===== config.mk =====
export PLATFORM = sky130hd
export DESIGN_NAME = uart_receiver_line_assembler_flat
export DESIGN_NICKNAME = d
export VERILOG_FILES = /design/src/urla_pkg.sv /design/src/urla_stream_if.sv /design/src/uart_receiver_line_assembler.sv /design/src/flat_wrapper.sv
export SDC_FILE = /design/constraint.sdc
export NUM_CORES = 1
export LEC_CHECK = 0
export BUFFER_PORTS_ARGS = -buffer_cell sky130_fd_sc_hd__buf_2
export CORE_ASPECT_RATIO = 1.5
export CORE_MARGIN = 5
export CORE_UTILIZATION = 64
export DETAILED_ROUTE_END_ITERATION = 12
export PLACE_DENSITY = 0.85
export REMOVE_ABC_BUFFERS = 1
export SLEW_MARGIN = 0
export SYNTH_ARGS = -nofsm -noshare
export SYNTH_HDL_FRONTEND = slang
export SYNTH_SLANG_ARGS = --single-unit

===== constraint.sdc =====
create_clock -name clk -period 4.1 [get_ports clk]
set_input_delay 0.41 -clock clk [delete_from_list [all_inputs] [get_ports clk]]
set_output_delay 0.41 -clock clk [all_outputs]
set_load 0.01 [all_outputs]

===== src/urla_pkg.sv =====
`default_nettype none

package urla_pkg;

  // Receiver phase within a frame
  typedef enum logic [1:0] {
    PH_IDLE  = 2'd0,
    PH_SHIFT = 2'd1,
    PH_STOP  = 2'd2
  } phase_t;

  localparam logic [7:0] DIVISOR_RESET      = 8'd4;
  localparam logic [7:0] NEWLINE_CODE       = 8'h0A;
  localparam logic [3:0] DATA_BITS          = 4'd8;
  localparam int         LINE_BYTES_DEFAULT = 256;

  // One input word: one system clock item
  typedef struct packed {
    logic clear;
    logic tick;
    logic rx_level;
  } in_word_t;

  // One result word
  typedef struct packed {
    logic       byte_valid;
    logic [7:0] rx_byte;
    logic [7:0] byte_position;
    logic       line_done;
    logic       framing_error;
    logic       line_overflow;
    logic       line_ready;
    logic       clear_to_send;
  } out_word_t;

endpackage

`default_nettype wire


===== src/urla_stream_if.sv =====
`default_nettype none

// Valid/ready channel carrying one word per handshake
interface urla_stream_if #(
  parameter type word_t = logic
);
  logic  valid;
  logic  ready;
  word_t data;

  modport source (output valid, output data, input ready);
  modport sink   (input valid, input data, output ready);
endinterface

`default_nettype wire


===== src/uart_receiver_line_assembler.sv =====
// 8N1 UART receiver with line assembly. Each input word is one system clock
// item (clear, tick, rx_level) and yields exactly one result word. While the
// skid is empty, one word is accepted every cycle: all per-item work is a
// single pass of short logic from the receiver state registers into the
// result register, and a two-entry output stage (result register plus skid
// register) keeps in_chan ready while one finished word waits on out_chan.
// in_chan.ready drops only when both output entries are full. The bit period
// is 8*(1+baud_divisor) ticks; baud_divisor resets to 4 and is written
// through cfg_chan, which is always ready and must only be written while
// idle. LINE_BYTES sets how many bytes a line holds before line_overflow.
`default_nettype none

module uart_receiver_line_assembler
  import urla_pkg::*;
#(
  parameter int LINE_BYTES = LINE_BYTES_DEFAULT
) (
  input  wire           clk,
  input  wire           rst_n,
  urla_stream_if.sink   in_chan,
  urla_stream_if.source out_chan,
  urla_stream_if.sink   cfg_chan
);

  localparam int              CNT_W    = $clog2(LINE_BYTES + 1);
  localparam logic [CNT_W-1:0] CNT_FULL = CNT_W'(LINE_BYTES);
  localparam logic [7:0]       LAST_POS = 8'(LINE_BYTES - 1);

  // Receiver state
  phase_t           phase_r,      phase_nxt;
  logic [10:0]      tick_count_r, tick_count_nxt;
  logic [7:0]       shift_r,      shift_nxt;
  logic [3:0]       bit_count_r,  bit_count_nxt;
  logic [CNT_W-1:0] char_count_r, char_count_nxt;
  logic             ready_flag_r, ready_flag_nxt;
  logic             cts_flag_r,   cts_flag_nxt;
  logic [7:0]       divisor_r;

  // Output stage
  logic      out_valid_r, out_valid_nxt;
  out_word_t out_data_r,  out_data_nxt;
  logic      skid_valid_r, skid_valid_nxt;
  out_word_t skid_data_r,  skid_data_nxt;

  in_word_t  in_word;
  out_word_t res;
  logic      accept;
  logic      drain;
  logic      act;
  logic [11:0] next_count;
  logic [11:0] period;
  logic [8:0]  div_plus1;

  assign in_word        = in_chan.data;
  assign in_chan.ready  = ~skid_valid_r;
  assign accept         = in_chan.valid & ~skid_valid_r;
  assign drain          = out_valid_r & out_chan.ready;
  assign out_chan.valid = out_valid_r;
  assign out_chan.data  = out_data_r;
  assign cfg_chan.ready = 1'b1;

  // Bit period timing
  assign div_plus1  = {1'b0, divisor_r} + 9'd1;
  assign period     = {div_plus1, 3'b000};
  assign next_count = {1'b0, tick_count_r} + 12'd1;
  assign act        = (phase_r == PH_IDLE) || (next_count >= period);

  // Advance the receiver for one accepted word and form its result
  always_comb begin
    phase_nxt      = phase_r;
    tick_count_nxt = tick_count_r;
    shift_nxt      = shift_r;
    bit_count_nxt  = bit_count_r;
    char_count_nxt = char_count_r;
    ready_flag_nxt = ready_flag_r;
    cts_flag_nxt   = cts_flag_r;
    res            = '0;

    if (accept) begin
      if (in_word.clear) begin
        phase_nxt      = PH_IDLE;
        tick_count_nxt = '0;
        shift_nxt      = '0;
        bit_count_nxt  = '0;
        char_count_nxt = '0;
        ready_flag_nxt = 1'b0;
        cts_flag_nxt   = 1'b1;
      end else if (in_word.tick) begin
        if (!act) begin
          tick_count_nxt = tick_count_r + 11'd1;
        end else begin
          tick_count_nxt = '0;
          cts_flag_nxt   = 1'b0;
          unique case (phase_r)
            PH_SHIFT: begin
              shift_nxt     = {in_word.rx_level, shift_r[7:1]};
              bit_count_nxt = bit_count_r + 4'd1;
              if (bit_count_nxt >= DATA_BITS) begin
                phase_nxt = PH_STOP;
              end
            end
            PH_STOP: begin
              phase_nxt = PH_IDLE;
              if (in_word.rx_level) begin
                res.byte_valid = 1'b1;
                res.rx_byte    = shift_r;
                if (char_count_r >= CNT_FULL) begin
                  res.line_overflow = 1'b1;
                  res.byte_position = LAST_POS;
                end else begin
                  res.byte_position = 8'(char_count_r);
                  char_count_nxt    = char_count_r + CNT_W'(1);
                end
                // Newline closes the line
                if (shift_r == NEWLINE_CODE) begin
                  res.line_done  = 1'b1;
                  char_count_nxt = '0;
                  ready_flag_nxt = 1'b1;
                end
              end else begin
                res.framing_error = 1'b1;
                char_count_nxt    = '0;
              end
            end
            default: begin
              phase_nxt     = in_word.rx_level ? PH_IDLE : PH_SHIFT;
              bit_count_nxt = '0;
            end
          endcase
        end
      end
    end

    res.line_ready    = ready_flag_nxt;
    res.clear_to_send = cts_flag_nxt;
  end

  // Route results through result register and skid register
  always_comb begin
    out_valid_nxt  = out_valid_r;
    out_data_nxt   = out_data_r;
    skid_valid_nxt = skid_valid_r;
    skid_data_nxt  = skid_data_r;
    if (!out_valid_r || drain) begin
      if (skid_valid_r) begin
        out_valid_nxt  = 1'b1;
        out_data_nxt   = skid_data_r;
        skid_valid_nxt = 1'b0;
      end else begin
        out_valid_nxt = accept;
        out_data_nxt  = res;
      end
    end else if (accept) begin
      skid_valid_nxt = 1'b1;
      skid_data_nxt  = res;
    end
  end

  // Control state
  always_ff @(posedge clk) begin
    if (!rst_n) begin
      phase_r      <= PH_IDLE;
      tick_count_r <= '0;
      shift_r      <= '0;
      bit_count_r  <= '0;
      char_count_r <= '0;
      ready_flag_r <= 1'b0;
      cts_flag_r   <= 1'b1;
      divisor_r    <= DIVISOR_RESET;
      out_valid_r  <= 1'b0;
      skid_valid_r <= 1'b0;
    end else begin
      phase_r      <= phase_nxt;
      tick_count_r <= tick_count_nxt;
      shift_r      <= shift_nxt;
      bit_count_r  <= bit_count_nxt;
      char_count_r <= char_count_nxt;
      ready_flag_r <= ready_flag_nxt;
      cts_flag_r   <= cts_flag_nxt;
      out_valid_r  <= out_valid_nxt;
      skid_valid_r <= skid_valid_nxt;
      if (cfg_chan.valid) begin
        divisor_r <= cfg_chan.data;
      end
    end
  end

  // Payload registers
  always_ff @(posedge clk) begin
    out_data_r  <= out_data_nxt;
    skid_data_r <= skid_data_nxt;
  end

  // Skid entry is only used behind a full result register
  a_skid_behind_out: assert property (@(posedge clk) disable iff (!rst_n)
    skid_valid_r |-> out_valid_r)
    else $error("skid word held with empty result register");

  // Stop phase is reached only after all data bits
  a_stop_after_bits: assert property (@(posedge clk) disable iff (!rst_n)
    (phase_r == PH_STOP) |-> (bit_count_r == DATA_BITS))
    else $error("stop phase with incomplete data bits");

  // Bit counter never passes the frame width
  a_bit_range: assert property (@(posedge clk) disable iff (!rst_n)
    bit_count_r <= DATA_BITS)
    else $error("bit counter out of range");

  // Line count saturates at the buffer size
  a_char_range: assert property (@(posedge clk) disable iff (!rst_n)
    char_count_r <= CNT_FULL)
    else $error("line count beyond buffer size");

  // Tick counter rests at zero while idle
  a_idle_count: assert property (@(posedge clk) disable iff (!rst_n)
    (phase_r == PH_IDLE) |-> (tick_count_r == '0))
    else $error("tick counter running while idle");

endmodule

`default_nettype wire


===== src/flat_wrapper.sv =====
// flat-port wrapper written by rule: the top's interface ports become plain ports
module uart_receiver_line_assembler_flat import urla_pkg::*;
#(
  parameter int LINE_BYTES = LINE_BYTES_DEFAULT
)
  (clk, rst_n, in_chan_valid, in_chan_data, in_chan_ready, out_chan_valid, out_chan_data, out_chan_ready, cfg_chan_valid, cfg_chan_data, cfg_chan_ready);
  urla_stream_if #(.word_t(in_word_t)) in_chan_i ();
  urla_stream_if #(.word_t(out_word_t)) out_chan_i ();
  urla_stream_if #(.word_t(logic [7:0])) cfg_chan_i ();
  input  wire clk;
  input  wire rst_n;
  input wire logic [$bits(in_chan_i.valid)-1:0] in_chan_valid;
  input wire logic [$bits(in_chan_i.data)-1:0] in_chan_data;
  output wire logic [$bits(in_chan_i.ready)-1:0] in_chan_ready;
  output wire logic [$bits(out_chan_i.valid)-1:0] out_chan_valid;
  output wire logic [$bits(out_chan_i.data)-1:0] out_chan_data;
  input wire logic [$bits(out_chan_i.ready)-1:0] out_chan_ready;
  input wire logic [$bits(cfg_chan_i.valid)-1:0] cfg_chan_valid;
  input wire logic [$bits(cfg_chan_i.data)-1:0] cfg_chan_data;
  output wire logic [$bits(cfg_chan_i.ready)-1:0] cfg_chan_ready;
  assign in_chan_i.valid = in_chan_valid;
  assign in_chan_i.data = in_chan_data;
  assign in_chan_ready = in_chan_i.ready;
  assign out_chan_valid = out_chan_i.valid;
  assign out_chan_data = out_chan_i.data;
  assign out_chan_i.ready = out_chan_ready;
  assign cfg_chan_i.valid = cfg_chan_valid;
  assign cfg_chan_i.data = cfg_chan_data;
  assign cfg_chan_ready = cfg_chan_i.ready;
  uart_receiver_line_assembler #(.LINE_BYTES(LINE_BYTES)) u_core (.clk(clk), .rst_n(rst_n), .in_chan(in_chan_i), .out_chan(out_chan_i), .cfg_chan(cfg_chan_i));
endmodule

-- After elaboration in Yosys (flattened, before gate mapping)
Cells that the tools add are included.
- bits in registers: 90
- word-level logic and storage cells: 108
- output and inout port bits: 25
- input port bits: 16
- reduce and logical (&&, ||, !) cells: 15
- eq/ne operators: 6
- add/sub/neg operators: 5
- bitwise logic cells: 5
- $lt $le $gt $ge: 3
- muxes and demuxes: 48
- operators with widths (operator ; number):
    20-bit two-way mux ; 5
    9-bit two-way mux ; 7
    8-bit two-way mux ; 5
    11-bit two-way mux ; 3
    22-bit two-way mux ; 1
    18-bit two-way mux ; 1
    1-bit two-way mux ; 17
    11-bit by 1-bit adder with 12-bit output (second input constant) ; 1
    12-bit >= comparator ; 1
    4-bit two-way mux ; 3
    4-bit AND reduction ; 3
    11-bit by 1-bit adder with 11-bit output (second input constant) ; 1
    8-bit by 1-bit adder with 9-bit output (second input constant) ; 1
    9-bit by 1-bit adder with 9-bit output (second input constant) ; 1
    9-bit >= comparator (second input constant) ; 1
    8-bit by 4-bit == test with 1-bit output (second input constant) ; 1
    2-bit two-way mux ; 4
    4-bit one-hot mux with 2 select lines ; 1
    2-bit nonzero test ; 4
    5-bit AND reduction ; 1
    4-bit by 1-bit adder with 4-bit output (second input constant) ; 1
    4-bit >= comparator (second input constant) ; 1
    4-bit != test (second input constant) ; 1
    2-bit one-hot mux with 2 select lines ; 1
    11 further kinds ; 16

-- Depth between registers and ports, before layout
Gate-level depths: netlist (run 1).
- word-level depth: 9
- mapped depth: 13
- mapped depth without buffers: 12

-- Worst setup path after synthesis (run 1)
No wires, ideal clock.
- kind: register to register
- from: register u_core.tick_count_r[2]
- to: register u_core.skid_data_r[13] in the netlist's numbering (data pin)
- arrival: 2.565 ns
- setup slack: 1.281 ns
- clock period less this slack: 2.819 ns
- path buffers: 1
- cell stages (with the launch flop): 13
- library setup time: 0.255 ns
- required time: 3.845 ns
- cells stage by stage: dfxtp_1 > nand3_1 > nor2_1 > nand3_1 > xnor2_1 > ha_1 > a21oi_1 > o21ai_4 > a211oi_4 > or3_4 > clkinv_2 > buf_4 > and2_1
- RTL lines (what ; RTL line ; text):
    start: declaration ; uart_receiver_line_assembler.sv:31 ; logic [10:0] tick_count_r, tick_count_nxt;
    start signal: assignment ; uart_receiver_line_assembler.sv:174 ; tick_count_r <= tick_count_nxt;
    end signal: assignment ; uart_receiver_line_assembler.sv:191 ; skid_data_r <= skid_data_nxt;
    end: declaration ; uart_receiver_line_assembler.sv:43 ; out_word_t skid_data_r, skid_data_nxt;

-- Worst setup path in the final report (run 1)
- from: register u_core.tick_count_r[2]
- to: register u_core.out_data_r (netlist bit u_core.out_chan.data[19]) (data pin)
- longest elaborated chain between the ends: 8
- RTL lines (what ; RTL line ; text):
    11-bit by 1-bit adder with 12-bit output ; uart_receiver_line_assembler.sv:65 ; assign next_count = {1'b0, tick_count_r} + 12'd1;
    12-bit >= comparator ; uart_receiver_line_assembler.sv:66 ; assign act = (phase_r == PH_IDLE) || (next_count >= period);
    1-bit logical OR ; uart_receiver_line_assembler.sv:66 ;
    20-bit two-way mux ; uart_receiver_line_assembler.sv:89 ; if (!act) begin
    20-bit two-way mux ; uart_receiver_line_assembler.sv:88 ; end else if (in_word.tick) begin
    20-bit two-way mux ; uart_receiver_line_assembler.sv:80 ; if (in_word.clear) begin
    20-bit two-way mux ; uart_receiver_line_assembler.sv:79 ; if (accept) begin
    22-bit two-way mux ; uart_receiver_line_assembler.sv:145 ; if (skid_valid_r) begin
    end signal: assignment ; uart_receiver_line_assembler.sv:190 ; out_data_r <= out_data_nxt;
    end: declaration ; uart_receiver_line_assembler.sv:41 ; out_word_t out_data_r, out_data_nxt;
No other way between the ends.
A chain may end at the register's enable or synchronous reset.

==> flow_metrics.tcl, run 1 <==
set metrics [dict create \
    status "finished clean" \
    reg2reg_depth 11 \
    wl_mm 8.81 \
    setup_tns_ns 0 \
    drtPass1Iterations 4 \
    diodes 0 \
    grt_overflow_total 0 \
    synth-simple-area-share_pct 20.9 \
    drtAntennaViolNets 0 \
    p_int_w 0.00140 \
    fillerInstances 526 \
    synthArstFlopShare_pct 0 \
    powerDensity_nw_per_um2 382 \
    area_growth_syn_to_layout_pct 9.36 \
    cp-end-kind "flop" \
    drv_slew 0 \
    port-buffer-count 39 \
    clock_latency_ns 0.36 \
    hold_buffers 0 \
    cts_buffers 9 \
    clock.fmax_mhz 286 \
    clk_path_buf_depth 2 \
    critPathLaunchType "flop" \
    met3_usage_pct 4.09 \
    final.period_utilization_pct 85.3 \
    synthFlopType "dfxtp_1" \
    p_sw_w 0.000469 \
    globalplace.congestion 0.905 \
    grt.busiest_layer "met2" \
    grt_pass1_vias 3237 \
    timing.critical_path.from "u_core.tick_count_r[2]" \
    die-area_sq_um 8800 \
    drt_first_iter_violations 259 \
    synth_area_sq_um 4480 \
    yosysTopAreaCellShare_pct 29.5 \
    netSwitchingFraction_pct 25.1 \
    worstPathRequired_ns 4.21 \
    rsz0062_at_grt "false" \
    yosys-top-cells-count "46 x dfxtp_1, 46 x nand2_1, 44 x edfxtp_1" \
    drc_errors 0 \
    hold_viol_final 0 \
    synth_edf_count 44 \
    cts_setup_buffers 0 \
    hpwlAfterDp_mm 6.30 \
    crit_fanout 20 \
    grt_pass1_wl_mm 14.8 \
    clkSinkCount 90 \
    synth.distinct_cells 72 \
    r2r_setup_slack_ns 0.60 \
    whs_ns 0.292 \
    yosysTopAreaCell "edfxtp_1" \
    grt_max_degree 37 \
    path_clk_slew_ns 0.09 \
    critical_path_class "flop to flop" \
    synthAdderAreaFrac_pct 5.03 \
    synthTopCellsByArea "edfxtp_1 30%, dfxtp_1 21%, ha_1 5.0%" \
    fin_nets 497 \
    gr-usage-met1_pct 23.8 \
    yosysSeqAreaShare_pct 50.1 \
    antenna_found_initial 0 \
    row_count 37 \
    routed-via-count 3374 \
    max-cap-violations 0 \
    power_frac_comb_pct 13.5 \
    power_frac_clock_pct 33.3 \
    grt.total_usage_pct 21.3 \
    h-tree-depth 3 \
    ys_seq_elements 90 \
    io_pins 41 \
    core_sq_um 6850 \
    wl_per_cell_um 16.2 \
    ctsResizeCount 0 \
    dieHeight_um 112 \
    start_util_pct 65.3 \
    ys_warn_count 0 \
    hp-class "primary input to flop" \
    period_minus_slack_ns 3.50 \
    ir_drop_uv 309 \
    pwr-share-seq_pct 53.2 \
    r2r_end "u_core.out_chan.data[19]" \
    critPathCapture "u_core.out_chan.data[19]" \
    synth_mux_area_share_pct 3.83 \
    syn_avg_cell_area_sq_um 10.5 \
    crit_arrival_ns 3.61 \
    fin_skew_ns 0.0166 \
    p_total_w 0.00187 \
    synth_xor_area_share_pct 2.74 \
    max_slew_margin_pct 22.4 \
    r2r_start "u_core.tick_count_r[2]" \
    synth_top_family_by_area "simple AND/OR/NAND/NOR gates" \
    die_w_um 78.3 \
    grtUsageMet2_pct 38.5 \
    cts_tree "done" \
    synth-compound-area-share_pct 14.3 \
    final_layout_size_suffix_gt1_share_pct 16.9 \
    tightestPinTransition_ns 1.16 \
    viasPerCell 6.19 \
    p_leak_nw 1.85 \
    finalSetupViolations 0 \
    cts-root-buf "clkbuf_8" \
    synth_cells 428 \
]
[metrics by stage]
stage	setup slack, ns	area (sq um)	cells	utilization [%]
final	0.603	4900	545	71.5
after global routing	0.380	4900	545	71.5
after CTS	0.621	4900	545	71.5
after detailed placement	0.664	4700	530	68.6
after global placement	0.826	4700	530	68.6
after floorplan	1.18	4390	411	-
[cells in the final DEF, fill, tap and decap left out, drive strengths merged, types with 5 or more instances in the layout]
cell and instances:
nand2 46, dfxtp 46, edfxtp 44, buf 41, nor2 37, nand3 27, ha 18, o21ai 18
mux2i 16, and2 13, a22o 12, a21oi 12, clkbuf 11, inv 9, nor3 9, xor2 8
and3 8, xnor2 6, nand4 6, nand2b 5, o211ai 5, clkinv 5
[state kept, by name, indices dropped and copies added (netlist names), 2 cells and up]
signal,flops
u_core.divisor_r,8
u_core.char_count_r,9
u_core.phase_r,2
u_core.tick_count_r,11
u_core.out_chan.data,22
u_core.bit_count_r,4
u_core.shift_r,8
u_core.skid_data_r,22
[area by class of cell]
class / instances / area (sq um) / share of cell area, %
sequential: 90 / 2240 / 45.8
multi-input combinational: 309 / 2100 / 42.9
timing repair buffer: 41 / 210 / 4.29
clock buffer: 11 / 131 / 2.68
tap: 78 / 97.6 / 1.99
clock inverter: 4 / 67.6 / 1.38
inverter: 12 / 46.3 / 0.946
[layer usage]
| layer | routed length (um) | vias to the layer above |
|---|---|---|
| li1 | - | 1649 |
| met1 | 3460 | 1613 |
| met2 | 4720 | 94 |
| met3 | 412 | 18 |
| met4 | 214 | 0 |
| met5 | 0 | - |
[critical path, stage by stage (launching register included)]
cell and delay [ns]:
dfxtp_1 0.43, nand3_1 0.15, nor2_1 0.31, nand3_1 0.14
xnor2_1 0.26, ha_1 0.30, a21oi_1 0.23, o21ai_4 0.11
a211oi_4 0.41, or3_4 0.37, clkinv_2 0.26, a22o_1 0.26
[worst min path at each step]
stage	start	endpoint	slack [ns]	depth (start not counted)
global route	cfg_chan_data[7]	u_core.divisor_r[7]	0.27	3
CTS	cfg_chan_data[7]	u_core.divisor_r[7]	0.27	3
detailed placement	u_core.tick_count_r[1]	u_core.tick_count_r[1]	0.48	2
floorplan	u_core.tick_count_r[1]	u_core.tick_count_r[1]	0.45	2
global placement	u_core.tick_count_r[1]	u_core.tick_count_r[1]	0.47	2
finish	cfg_chan_data[2]	u_core.divisor_r[2]	0.29	3
[power by group through the flow]
| stage | registers, W | logic [W] | clock network (W) |
|---|---|---|---|
| after floorplan | 0.00102 | 0.000169 | 0 |
| after global placement | 0.00101 | 0.000245 | 0 |
| after detailed placement | 0.00101 | 0.000251 | 0 |
| after CTS | 0.000993 | 0.000253 | 0.000632 |
| after global routing | 0.000997 | 0.000277 | 0.000678 |
| final | 0.000994 | 0.000253 | 0.000622 |
[kinds of logic after synthesis]
kind of cell / after synthesis
and+or+nand+nor: 176
DFF: 90
AOI/OAI and AO/OA: 83
buffers and inverters: 29
adders and majority gates: 18
muxes: 17
xor gates and xnor gates: 14
other: 1
(Power assumes the default switching activity.)
==> run 2: changes to the inputs <==
CORE_ASPECT_RATIO = 1.1   (was 1.5)
==> run 2 against run 1 <==
Net effect:
- critical path depth did not move
- first-iteration DRC count up 6.9%
- clock-buffer cell count shrank 1
- flip-flop and latch count unchanged
- design area about the same
- worst hold slack got worse by 0.015 ns
- critical endpoint is now u_core.skid_data_r[19]
- largest power group unchanged
- highest routed layer unchanged
==> flow_metrics.tcl, run 2 (synthesized netlist as in run 1, its figures left out) <==
set metrics [dict create \
    antenna_found_initial 0 \
    crit_path_top_delay_cell "dfxtp_1" \
    path_clk_slew_ns 0.09 \
    port-buffer-count 39 \
    drt_first_iter_violations 277 \
    hold_viol_final 0 \
    tightestPinTransition_ns 1.15 \
    dieHeight_um 97.7 \
    grtUsageMet2_pct 36.9 \
    setup_tns_ns 0 \
    status "finished clean" \
    hp-class "primary input to flop" \
    cts_buffers 9 \
    layout_common_cells "46 x nand2_1, 46 x dfxtp_1, 44 x edfxtp_1, 39 x buf_2" \
    row_count 32 \
    io_pins 41 \
    whs_ns 0.277 \
    clock_latency_ns 0.36 \
    worst_slack_ns 0.623 \
    period_minus_slack_ns 3.48 \
    cts_tree "done" \
    crit_fanout 20 \
    wl_per_cell_um 16.5 \
    powerDensity_nw_per_um2 371 \
    grt_pass1_vias 3369 \
    clk_path_buf_depth 2 \
    worstPathRequired_ns 4.22 \
    routed-via-count 3386 \
    hpwlAfterDp_mm 6.50 \
    viasPerCell 6.12 \
    die_w_um 89.7 \
    dp_slack_ns 0.662 \
    cts_setup_buffers 0 \
    drc_errors 0 \
    gr-usage-met1_pct 24.9 \
    p_int_w 0.00131 \
    met3_usage_pct 5.34 \
    max-cap-violations 0 \
    drv_slew 0 \
    placed_cell_area_sq_um 4710 \
    cp-end-kind "flop" \
    max_slew_margin_pct 22.9 \
    grt.busiest_layer "met2" \
    final_core_util_pct 70.6 \
    drtPass1Iterations 5 \
    final.period_utilization_pct 84.8 \
    globalplace.congestion 0.893 \
    path_cells "nand3_1, nor2_1, nand3_1, xnor2_1, ha_1, a21oi_1, o21ai_4, a211oi_4, or3_4, clkinv_2, and2_1" \
    crit_buf_inv 1 \
    critical_path_class "flop to flop" \
    clkSinkCount 90 \
    critPathLaunchType "flop" \
    final_layout_size_suffix_gt1_share_pct 17.9 \
    ctsResizeCount 0 \
    netSwitchingFraction_pct 28.0 \
    diodes 0 \
    clock.fmax_mhz 288 \
    power_frac_comb_pct 14.1 \
    p_sw_w 0.000508 \
    grt_max_degree 38 \
    fin_nets 497 \
    grt_pass1_wl_mm 15.5 \
    grt.total_usage_pct 21.3 \
    p_leak_nw 1.85 \
    finalSetupViolations 0 \
    pwr-share-seq_pct 54.7 \
    area_growth_syn_to_layout_pct 9.31 \
    fin_skew_ns 0.00928 \
    hold_buffers 0 \
    ir_drop_uv 232 \
    drtAntennaViolNets 0 \
    cts-root-buf "clkbuf_8" \
    wl_mm 9.11 \
    design_area_sq_um 4890 \
    h-tree-depth 3 \
    crit_arrival_ns 3.60 \
    start_util_pct 64.6 \
    core_sq_um 6930 \
    crit_top_cell "nand3_1" \
    die-area_sq_um 8770 \
    power_frac_clock_pct 31.2 \
    rsz0062_at_grt "false" \
    grt_overflow_total 0 \
    cpPeakStageDelay_ns 0.43 \
    critical_path.top_delay_family "simple AND/OR/NAND/NOR gates" \
]
[run 2: worst reg2reg max path, stage by stage, from the launching register on]
cell and delay (ns):
dfxtp_1 0.43, nand3_1 0.16, nor2_1 0.31, nand3_1 0.14
xnor2_1 0.16, ha_1 0.33, a21oi_1 0.25, o21ai_4 0.12
a211oi_4 0.43, or3_4 0.37, clkinv_2 0.27, and2_1 0.25
[run 2: routing by layer]
layer	vias to the layer above	share of wire [%]	wire, um
met5	-	0	0
met4	0	2.7	245
met3	20	6.9	632
met2	127	51	4660
met1	1589	39	3560
li1	1650	-	-
[run 2: worst paths after layout]
kind / startpoint / endpoint / slack (ns) / cells after the start
worst min-delay path: cfg_chan_data[2] / u_core.divisor_r[2] / 0.28 / 3
worst max-delay path: u_core.tick_count_r[2] / u_core.skid_data_r[19] / 0.62 / 11
worst min register to register: u_core.tick_count_r[1] / u_core.tick_count_r[1] / 0.50 / 2
worst max register to register: u_core.tick_count_r[2] / u_core.skid_data_r[19] / 0.62 / 11
[run 2: layout make-up]
| cell class | instances | area, sq um |
|---|---|---|
| flip-flops and latches | 90 | 2240 |
| multi-input cells | 309 | 2100 |
| clock buffers | 10 | 138 |
| clock inverters | 6 | 50.0 |
| fillers | 521 | 2030 |
| well taps | 85 | 106 |
| repair buffers | 41 | 210 |
| inverters | 12 | 46.3 |
[run 2: power by group through the flow]
stage / Clock, W / Combinational, W / Sequential (W)
detailed placement: 0 / 0.000252 / 0.00101
floorplan: 0 / 0.000169 / 0.00102
global placement: 0 / 0.000243 / 0.00101
CTS: 0.000575 / 0.000254 / 0.000993
finish: 0.000566 / 0.000255 / 0.000993
global route: 0.000614 / 0.000281 / 0.000998
[run 2: metrics by stage]
stage          instances  total power [W]
3_3_place_gp         537          0.00125
6_report             553          0.00181
2_1_floorplan        411          0.00119
5_1_grt              553          0.00189
3_5_place_dp         537          0.00127
4_1_cts              553          0.00182
==> run 3: changes to the inputs <==
CORE_UTILIZATION = 59   (was 64)
PLACE_DENSITY = 0.79   (was 0.85)
clock period = 3.5 ns   (was 4.1 ns; I/O delays follow)
==> run 3 against run 2 <==
Net effect:
- global-route usage decreased by 1.4 points
- power increased by 24%
- largest cell class unchanged
- core utilization decreased by 4.0 points
- register-to-register slack got worse by 0.33 ns
- critical path depth unchanged
- clock-buffer cell count decreased by 1
- via count decreased by 0.44%
- routed wire length decreased by 2.6%
==> flow_metrics.tcl, run 3 (synthesized netlist as in run 1, its figures left out) <==
set metrics [dict create \
    status "finished clean" \
    core_sq_um 7430 \
    drv_slew 0 \
    die-area_sq_um 9430 \
    drt_first_iter_violations 148 \
    final.period_utilization_pct 91.6 \
    cts-root-buf "clkbuf_8" \
    path_clk_slew_ns 0.09 \
    worstHoldStart "cfg_chan_data[2]" \
    start_util_pct 60.2 \
    die_w_um 93.1 \
    drc_errors 0 \
    seqCellArea_sq_um 2240 \
    layout_common_cells "46 x nand2_1, 46 x dfxtp_1, 44 x edfxtp_1, 39 x buf_2" \
    hold_depth 3 \
    grt.total_usage_pct 19.9 \
    netSwitchingFraction_pct 26.4 \
    ir_drop_uv 256 \
    cp-end-kind "flop" \
    r2r_setup_slack_ns 0.30 \
    ctsResizeCount 0 \
    routed-via-count 3371 \
    wl_mm 8.87 \
    grt.busiest_layer "met2" \
    port-buffer-count 39 \
    hp-class "primary input to flop" \
    grt_overflow_total 0 \
    max_slew_margin_pct 22.1 \
    gr-usage-met1_pct 23.5 \
    row_count 33 \
    reg2reg_depth 11 \
    multiInputGateArea_sq_um 2100 \
    p_sw_w 0.000595 \
    clock.fmax_mhz 312 \
    hold_buffers 0 \
    worstPathRequired_ns 3.61 \
    io_pins 41 \
    tightestPinTransition_ns 1.16 \
    wl_per_cell_um 15.9 \
    cts_tree "done" \
    grt_pass1_wl_mm 15.0 \
    final_layout_size_suffix_gt1_share_pct 18.5 \
    hpwlAfterDp_mm 6.20 \
    placed_cell_area_sq_um 4730 \
    fin_nets 500 \
    grt_max_degree 37 \
    design_area_sq_um 4950 \
    clk_path_buf_depth 2 \
    grt_pass1_vias 3345 \
    viasPerCell 6.04 \
    grtUsageMet2_pct 33.9 \
    hold_viol_final 0 \
    instances_no_fill 558 \
    globalplace.congestion 0.882 \
    drtPass1Iterations 4 \
    whs_ns 0.213 \
    drtAntennaViolNets 0 \
    fin_skew_ns 0.0115 \
    hold_path_end "u_core.divisor_r[2]" \
    clkSinkCount 90 \
    critical_path_class "flop to flop" \
    rsz0062_at_grt "false" \
    cts_buffers 9 \
    timing.critical_path.from "u_core.tick_count_r[0]" \
    met3_usage_pct 5.50 \
    crit_arrival_ns 3.32 \
    power_frac_clock_pct 34.8 \
    diodes 0 \
    period_minus_slack_ns 3.20 \
    clock_latency_ns 0.36 \
    area_growth_syn_to_layout_pct 10.6 \
    cts_setup_buffers 0 \
    antenna_found_initial 1 \
    pwr-share-seq_pct 51.6 \
    h-tree-depth 3 \
    r2r_start "u_core.tick_count_r[0]" \
    dpl.cell_count 542 \
    critPathLaunchType "flop" \
    p_leak_nw 1.88 \
    max-cap-violations 0 \
    power_frac_comb_pct 13.6 \
    crit_fanout 19 \
    dieHeight_um 101 \
    setup_tns_ns 0 \
    finalSetupViolations 0 \
    powerDensity_nw_per_um2 454 \
    r2r_end "u_core.out_chan.data[15]" \
    fillerInstances 575 \
    final_core_util_pct 66.6 \
    p_int_w 0.00166 \
]
==> run 3: cell count changes in the layout (fill, tap and decap cells not counted) <==
| cell | change |
|---|---|
| clkbuf_8 | -1 |
| bufinv_16 | +2 |
| inv_8 | -1 |
| inv_6 | +1 |
| clkinv_4 | -1 |
| buf_4 | +3 |
==> run 3: power groups by stage <==
stage / sequential (W) / combinational, W / clock (W)
finish: 0.00116 / 0.000306 / 0.000783
global route: 0.00117 / 0.000333 / 0.000851
CTS: 0.00116 / 0.000305 / 0.000791
detailed placement: 0.00118 / 0.000301 / 0
global placement: 0.00118 / 0.000291 / 0
floorplan: 0.00119 / 0.000198 / 0
==> run 3: worst max-delay path by stage <==
stage                          endpoint  slack (ns)  depth (start not counted)
6_report       u_core.out_chan.data[15]        0.30                         11
5_1_grt        u_core.out_chan.data[15]        0.06                         11
4_1_cts        u_core.out_chan.data[15]        0.30                         11
3_5_place_dp   u_core.out_chan.data[15]        0.35                         12
3_3_place_gp   u_core.out_chan.data[15]        0.46                         12
2_1_floorplan   u_core.out_chan.data[2]        0.58                         11
==> run 3: cell type report <==
cell class	count	area share (%)
inverters	12	0.935
flip-flops and latches	90	45.3
repair buffers	44	4.70
multi-input cells	309	42.4
well taps	87	2.20
clock inverters	7	2.00
clock buffers	9	2.50
==> run 3: metrics by stage <==
stage	power (W)	setup WS [ns]
finish	0.00225	0.295
detailed placement	0.00149	0.346
global route	0.00235	0.0569
CTS	0.00226	0.304
floorplan	0.00139	0.580
global placement	0.00147	0.456
==> run 3: layer usage <==
metal | wire [um] | vias up
met4 | 250 | 2
met2 | 4260 | 108
met5 | 13 | -
met1 | 3830 | 1584
li1 | - | 1650
met3 | 513 | 27
==> run 3: worst max-delay path: stages (launching register included) <==
cell and delay, ns:
dfxtp_1 0.37, ha_1 0.26, nand4_1 0.16, nor3_1 0.34, xor2_1 0.24, ha_1 0.29, a21oi_1 0.19, a21boi_2 0.13
a211oi_4 0.36, or3_4 0.21, clkinv_2 0.17, a22o_1 0.25
